$ cat src/rtl/core/wsgs_pkg.sv
// Package for the wave stencil grid stepper core.
// Holds the grid constants, command codes and the controller/datapath control structs.
// Has no dependencies.
package wsgs_pkg;

	localparam int GridSize   = 64;
	localparam int ValueWidth = 24;
	localparam int FracBits   = 20;
	localparam int IdxWidth   = $clog2(GridSize);
	localparam int AddrWidth  = 2 * IdxWidth;

	localparam int MaskRowLo  = GridSize / 4;
	localparam int MaskRowHi  = (GridSize * 9) / 32;
	localparam int Slit1Lo    = (GridSize * 5) / 16;
	localparam int Slit1Hi    = (GridSize * 3) / 8;
	localparam int Slit2Lo    = (GridSize * 5) / 8;
	localparam int Slit2Hi    = (GridSize * 11) / 16;

	typedef logic signed [ValueWidth-1:0] value_t;
	typedef logic [IdxWidth-1:0]          idx_t;

	typedef enum logic [1:0] {
		ACT_CLEAR = 2'd0,
		ACT_STEP  = 2'd1,
		ACT_READ  = 2'd2,
		ACT_PROF  = 2'd3
	} action_t;

	// Datapath operation selected by the controller.
	typedef enum logic [2:0] {
		OP_NONE,
		OP_CLEAR,
		OP_FETCH,
		OP_CELL,
		OP_DRIVE,
		OP_READ,
		OP_PROF
	} dp_op_t;

	typedef struct packed {
		dp_op_t op;
		idx_t   i;
		idx_t   j;
		logic   load_cmd;
		logic   flip_bank;
		logic   reset_bank;
		logic   clear_prof;
	} dp_ctrl_t;

	typedef struct packed {
		logic   cell_done;
	} dp_stat_t;

	function automatic value_t sat_value(input logic signed [63:0] x);
		logic signed [63:0] hi;
		logic signed [63:0] lo;
		hi = (64'sd1 <<< (ValueWidth - 1)) - 64'sd1;
		lo = -hi - 64'sd1;
		if (x > hi)
			return value_t'(hi);
		else if (x < lo)
			return value_t'(lo);
		return value_t'(x);
	endfunction

	function automatic logic cell_masked(input idx_t i, input idx_t j);
		logic slit;
		if (i == '0 || j == '0 || i == idx_t'(GridSize - 1) || j == idx_t'(GridSize - 1))
			return 1'b1;
		slit = (j >= idx_t'(Slit1Lo) && j < idx_t'(Slit1Hi)) ||
		       (j >= idx_t'(Slit2Lo) && j < idx_t'(Slit2Hi));
		if (i >= idx_t'(MaskRowLo) && i < idx_t'(MaskRowHi))
			return !slit;
		return 1'b0;
	endfunction

endpackage

$ cat src/rtl/core/wsgs_ctrl.sv
// Controller state machine of the wave stencil grid stepper.
// Depends on wsgs_pkg.
module wsgs_ctrl (
	input  logic               clk,
	input  logic               arst_n,
	input  logic               start,
	input  logic [1:0]         action,
	input  wsgs_pkg::dp_stat_t stat,
	output logic               busy,
	output wsgs_pkg::dp_ctrl_t ctrl
);
	import wsgs_pkg::*;

	typedef enum logic [2:0] {
		S_IDLE, S_INIT, S_CLEAR, S_CELLS, S_DRIVE, S_READ, S_RWAIT, S_PROF
	} state_t;

	state_t state_q;
	idx_t   i_q;
	idx_t   j_q;
	logic   acc;
	logic   last_j;
	logic   last_i;

	assign acc    = start && !busy;
	assign last_j = (j_q == idx_t'(GridSize - 1));
	assign last_i = (i_q == idx_t'(GridSize - 1));

	always_comb begin
		ctrl.i          = i_q;
		ctrl.j          = j_q;
		ctrl.load_cmd   = acc;
		ctrl.flip_bank  = 1'b0;
		ctrl.reset_bank = 1'b0;
		ctrl.clear_prof = 1'b0;
		unique case (state_q)
			S_INIT: begin
				ctrl.op         = OP_CLEAR;
				ctrl.reset_bank = 1'b1;
				ctrl.clear_prof = (i_q == '0);
			end
			S_CLEAR: begin
				ctrl.op         = OP_CLEAR;
				ctrl.reset_bank = 1'b1;
			end
			S_CELLS: begin
				ctrl.op        = OP_CELL;
				ctrl.flip_bank = stat.cell_done && last_i && last_j;
			end
			S_DRIVE:  ctrl.op = OP_DRIVE;
			S_READ:   ctrl.op = OP_READ;
			S_PROF:   ctrl.op = OP_PROF;
			default:  ctrl.op = OP_NONE;
		endcase
	end

	always_ff @(posedge clk or negedge arst_n) begin
		if (!arst_n) begin
			state_q <= S_INIT;
			busy    <= 1'b1;
			i_q     <= '0;
			j_q     <= '0;
		end else begin
			unique case (state_q)
				S_IDLE: begin
					if (acc) begin
						busy <= 1'b1;
						i_q  <= '0;
						j_q  <= '0;
						unique case (action_t'(action))
							ACT_CLEAR: state_q <= S_CLEAR;
							ACT_STEP:  state_q <= S_CELLS;
							ACT_READ:  state_q <= S_READ;
							default:   state_q <= S_PROF;
						endcase
					end
				end
				S_INIT, S_CLEAR: begin
					j_q <= j_q + idx_t'(1);
					if (last_j) begin
						i_q <= i_q + idx_t'(1);
						if (last_i) begin
							state_q <= S_IDLE;
							busy    <= 1'b0;
						end
					end
				end
				S_CELLS: begin
					if (stat.cell_done) begin
						j_q <= j_q + idx_t'(1);
						if (last_j) begin
							i_q <= i_q + idx_t'(1);
							if (last_i) begin
								state_q <= S_DRIVE;
								j_q     <= idx_t'(1);
							end
						end
					end
				end
				S_DRIVE: begin
					if (stat.cell_done) begin
						j_q <= j_q + idx_t'(1);
						if (j_q == idx_t'(GridSize - 2)) begin
							state_q <= S_IDLE;
							busy    <= 1'b0;
						end
					end
				end
				S_READ:  state_q <= S_RWAIT;
				S_RWAIT: begin
					state_q <= S_IDLE;
					busy    <= 1'b0;
				end
				default: begin
					state_q <= S_IDLE;
					busy    <= 1'b0;
				end
			endcase
		end
	end

	ctl_busy: assert property (@(posedge clk) disable iff (!arst_n)
		(state_q != S_IDLE) |-> busy) else $error("busy low while working");
	ctl_acc: assert property (@(posedge clk) disable iff (!arst_n)
		acc |=> busy) else $error("accepted item left block idle");
	ctl_flip: assert property (@(posedge clk) disable iff (!arst_n)
		ctrl.flip_bank |=> (state_q == S_DRIVE)) else $error("bank flip out of place");
endmodule
$ cat config.mk
export PLATFORM = sky130hd
export DESIGN_NAME = wsgs_ctrl
export DESIGN_NICKNAME = d
export VERILOG_FILES = /design/src/rtl/core/wsgs_pkg.sv /design/src/rtl/core/wsgs_ctrl.sv
export SDC_FILE = /design/constraint.sdc
export NUM_CORES = 1
export LEC_CHECK = 0
export BUFFER_PORTS_ARGS = -buffer_cell sky130_fd_sc_hd__buf_4
export CAP_MARGIN = 20
export CORE_MARGIN = 5
export CORE_UTILIZATION = 45
export DETAILED_ROUTE_END_ITERATION = 12
export HOLD_SLACK_MARGIN = 0.15
export PLACE_DENSITY = 0.71
export SLEW_MARGIN = 15
export SYNTH_ARGS = -nofsm -noshare
export SYNTH_HDL_FRONTEND = slang
export SYNTH_SLANG_ARGS = --single-unit
export TNS_END_PERCENT = 100
$ cat constraint.sdc
create_clock -name clk -period 2.37 [get_ports clk]
set_clock_uncertainty 0.2 [all_clocks]
set_input_delay 0.474 -clock clk [delete_from_list [all_inputs] [get_ports clk]]
set_output_delay 0.474 -clock clk [all_outputs]
set_load 0.02 [all_outputs]
== After elaboration in Yosys (flattened, before gate mapping) ==
Cells that the tools add are included.

* Add/sub/neg operators: 2
* Equality and inequality tests: 19
* Mux-type cells: 29
* Bitwise operators: 1
* Reduce and logical (&&, ||, !) cells: 15

{| class="wikitable"
|+ Operator list
! cell !! number
|-
| $mux W6 || 7
|-
| $pmux W3 S5 || 2
|-
| $mux W3 || 8
|-
| $pmux W6 S4 || 1
|-
| $eq A6 B6 Y1 const B || 3
|-
| $pmux W6 S3 || 1
|-
| $add A6 B1 Y6 const B || 2
|-
| $ne A2 B2 Y1 const B || 6
|-
| $eq A3 B3 Y1 const B || 3
|-
| $pmux W3 S3 || 1
|-
| $mux W1 || 8
|-
| $reduce_and A8 Y1 || 1
|-
| $eq A3 B2 Y1 const B || 2
|-
| $logic_not A6 Y1 || 1
|-
| $reduce_and A6 Y1 || 1
|-
| $ne A2 B1 Y1 const B || 2
|-
| $pmux W1 S4 || 1
|-
| $reduce_and A4 Y1 || 1
|-
| $reduce_bool A4 Y1 || 1
|-
| $reduce_or A2 Y1 || 2
|-
| $eq A3 B1 Y1 const B || 1
|-
| $logic_and A1 B1 Y1 || 3
|-
| $logic_not A3 Y1 || 1
|-
| $reduce_and A3 Y1 || 1
|-
| 6 further kinds || 6
|}

* Flip-flop bits (word level): 16
* Input port bits: 6
* Word-level logic and storage cells: 70

== Longest topological paths before layout ==
* Depth after elaboration: 5
* Depth in mapped cells: 7

== Worst setup path after synthesis ==
OpenSTA, ideal clock, no wires.

* Kind: reg2out
* Start point: register j_q[0]
* End point: output ctrl[2] (netlist bit)
* Arrival time: 1818 ps
* Data required time: 1696 ps
* Setup slack: -122 ps
* Stages on the path, launching flop included: 5
* Buffers on the path: 0
* Cells stage by stage: dfrtp_1 > ha_1 > nand3_1 > nor4_1 > and4b_1

{| class="wikitable"
|+ RTL lines
! element !! RTL line !! source
|-
| from (decl) || wsgs_ctrl.sv:20 || <nowiki>idx_t j_q;</nowiki>
|-
| from (signal assigned) || wsgs_ctrl.sv:79 || <nowiki>j_q <= j_q + idx_t'(1);</nowiki>
|-
| from (signal assigned) || wsgs_ctrl.sv:90 || <nowiki>j_q <= j_q + idx_t'(1);</nowiki>
|-
| from (signal assigned) || wsgs_ctrl.sv:95 || <nowiki>j_q <= idx_t'(1);</nowiki>
|-
| to (decl) || wsgs_ctrl.sv:10 || <nowiki>output wsgs_pkg::dp_ctrl_t ctrl</nowiki>
|}

==> results.cfg <==
[status]
status = complete, but fails checks
violations = setup timing

[setup_path]
reg2regPathDepth = 8
worst-r2r-setup-slack_ns = 0.07
r2r_start = j_q[1]
crit_fanout = 4
start_kind = register
crit_required_ns = 1.70
critical_path_class = register to primary output
r2r-end = j_q[3]
endpoint_kind = primary output
arrival_ns = 1.76

[detailed_routing]
drtPass1Iterations = 4
via_per_inst = 5.74
wl_met3_um = 148
wl_um = 3010
drc = 0
maxUsedRoutingLayer = met4
num_vias = 1165
drtAntennaViolNets = 0
drtIter0Drc = 42
wl_met2_um = 1590
drt-met1-wl_um = 1240
wl_per_cell_um = 14.8

[floorplan]
chipHeight_um = 59.6
die_x_um = 59.6
ioPinCount = 26
die-area_mm2 = 0.00355
coreArea_mm2 = 0.00241
placementRows = 18
initial_core_util = 0.458

[global_routing]
grt_pass1_wl_um = 4700
grtUsageTotal = 0.175
overflow = 0
antenna_found_initial = 0
grt_start_max_net_pins = 21
grt_pass1_vias = 1085

[synth]
ys.flop_type = dfrtp_1
synth.avg_cell_area_um2 = 8.43
synth_edf_count = 0
synth_cells = 131
yosysSeqAreaShare = 0.365
ys_types = 41
synthesis.nets = 141
yosys_warnings = 0
async_flop_share = 1.00
syn_area_mm2 = 0.00110
ys_ff_latch = 16

[cts]
cts-root-buf = clkbuf_4
numCtsBuffers = 3
clk_pin_slew_ns = 0.11
cts_tree = built
insertion_delay_ns = 0.29
cts_buffer_depth = 2
htree_num_levels = 1
cts.sinks = 16

[pwr]
p_leak_nw = 0.739
vdd_ir_drop_max_v = 0.000850
power.total_w = 0.00183
power_per_cell_area_mw_per_mm2 = 1200

[hold_path]
hp-class = input pin to register
min_to = state_q[0]
holdPathStages = 3
min-delay-start = action[0]

[timing]
worstMarginPinSlew_ns = 0.370
setup_viol = 1
fin_setup_tns_ns = -0.0676
postLayoutSetupSlackWorst_ns = -0.0676
hold_violations = 0
rsz0062_at_grt = true
layout_min_cycle_time_ns = 2.44
fin_crit_sh = 1.03
max_freq_mhz = 410
slew-limit-headroom = 0.751
final_max_slew_viol_count = 0

[placement]
place.detailed.hpwl_um = 2170
port_buffers = 25
gp_congestion = 0.784

[run]
drv_cap = 0

[layout]
final_nets = 184
layout-drive-gt1-share = 0.347
diodes = 0
area_growth_pct = 38.5
-- synth_stat cells (2+ instances only) --
cell type,count,share of area
dfrtp_1,14,0.32
nand2_1,11,0.037
nor2_1,10,0.034
o21ai_0,10,0.045
inv_1,9,0.031
a21oi_1,8,0.036
nand3_1,8,0.036
nor4_1,5,0.028
ha_1,4,0.045
nor3_1,4,0.018
clkbuf_1,3,0.010
nand4_1,3,0.017
o31ai_1,3,0.020
a211o_1,2,0.016
a21o_1,2,0.014
a221o_1,2,0.018
and2_1,2,0.011
and4b_1,2,0.018
dfstp_2,2,0.048
nand2b_1,2,0.011
nor2b_1,2,0.011
or2_1,2,0.011
or4_1,2,0.014
xnor2_1,2,0.016
-- per-stage QoR --
step / utilization / worst slack, ns / instance area (µm²) / hold WS [ns] / std cells
floorplan: - / 0.0589 / 1110 / -0.0216 / 131
global placement: 0.575 / 0.0837 / 1390 / 0.149 / 191
detailed placement: 0.575 / 0.0317 / 1390 / 0.153 / 191
CTS: 0.615 / -0.00559 / 1480 / 0.324 / 199
global route: 0.635 / -0.133 / 1530 / 0.333 / 203
finish: 0.635 / -0.0676 / 1530 / 0.325 / 203
-- cell usage in the layout, fill, tap and decap left out, drive strengths merged, types with 4 or more instances in the layout --
master and n:
a21oi 8, clkbuf 4, nand3 8, ha 4, nand2 11, dfrtp 14
o21ai 10, inv 9, nor3 4, nor2 11, buf 43, nor4 5
-- flip-flops by register name, indices dropped and copies added, names as in the netlist --
signal / cells
state_q: 3
j_q: 6
busy: 1
i_q: 6
-- final cells by class --
type                    instances  area [µm²]
clock buffers                   4        36.3
fillers                       203         880
inverters                       9        33.8
multi-input cells             100         681
flip-flops and latches         16         405
well taps                      30        37.5
repair buffers                 44         337
-- worst max-delay path, cell delays in order (launching register included) --
cell and delay, ns:
dfrtp_2 0.42, ha_4 0.17, nand3_4 0.10, nor4_4 0.35
and4b_1 0.29, buf_6 0.13
-- routing by layer --
layer / GRT usage / vias to the layer above
met5: 0 / -
met4: 0.0665 / 0
met3: 0.0305 / 6
met2: 0.303 / 37
met1: 0.216 / 564
li1: - / 558
-- what timing repair did --
item                                    CTS  global route
endpoints found under the setup margin    1             4
endpoints found under the hold margin    16             0
gates resized for setup                   6             2
setup buffers                             3             4
pin swaps                                 3             3
hold buffers                              1             0
-- worst max-delay path by stage --
stage | startpoint | end | slack, ns | depth (start not counted)
4_1_cts | i_q[1] | ctrl[2] | -0.006 | 5
6_report | j_q[1] | ctrl[2] | -0.07 | 5
5_1_grt | j_q[1] | ctrl[2] | -0.13 | 5
2_1_floorplan | j_q[0] | i_q[5] | 0.06 | 6
3_3_place_gp | j_q[1] | i_q[5] | 0.08 | 6
3_5_place_dp | j_q[1] | i_q[5] | 0.03 | 6
-- cells by family (layout without fill, tap and decap cells) --
group / count (synthesis) / in the layout / synth area share
buf+inv: 15 / 57 / 0.0623
simple gates: 58 / 58 / 0.285
xor+xnor: 3 / 3 / 0.0238
compound gates: 33 / 33 / 0.199
mux: 2 / 2 / 0.0193
flops: 16 / 16 / 0.365
fa+ha+maj: 4 / 4 / 0.0453
-- power by group --
part	switching, W	total (W)	internal [W]	leakage [nW]
sequential	0.000115	0.000485	0.000370	0.207
combinational	0.000633	0.00116	0.000524	0.512
clock	0.0000952	0.000189	0.0000935	0.0210
Note: power is estimated with default switching activity, not from simulation.
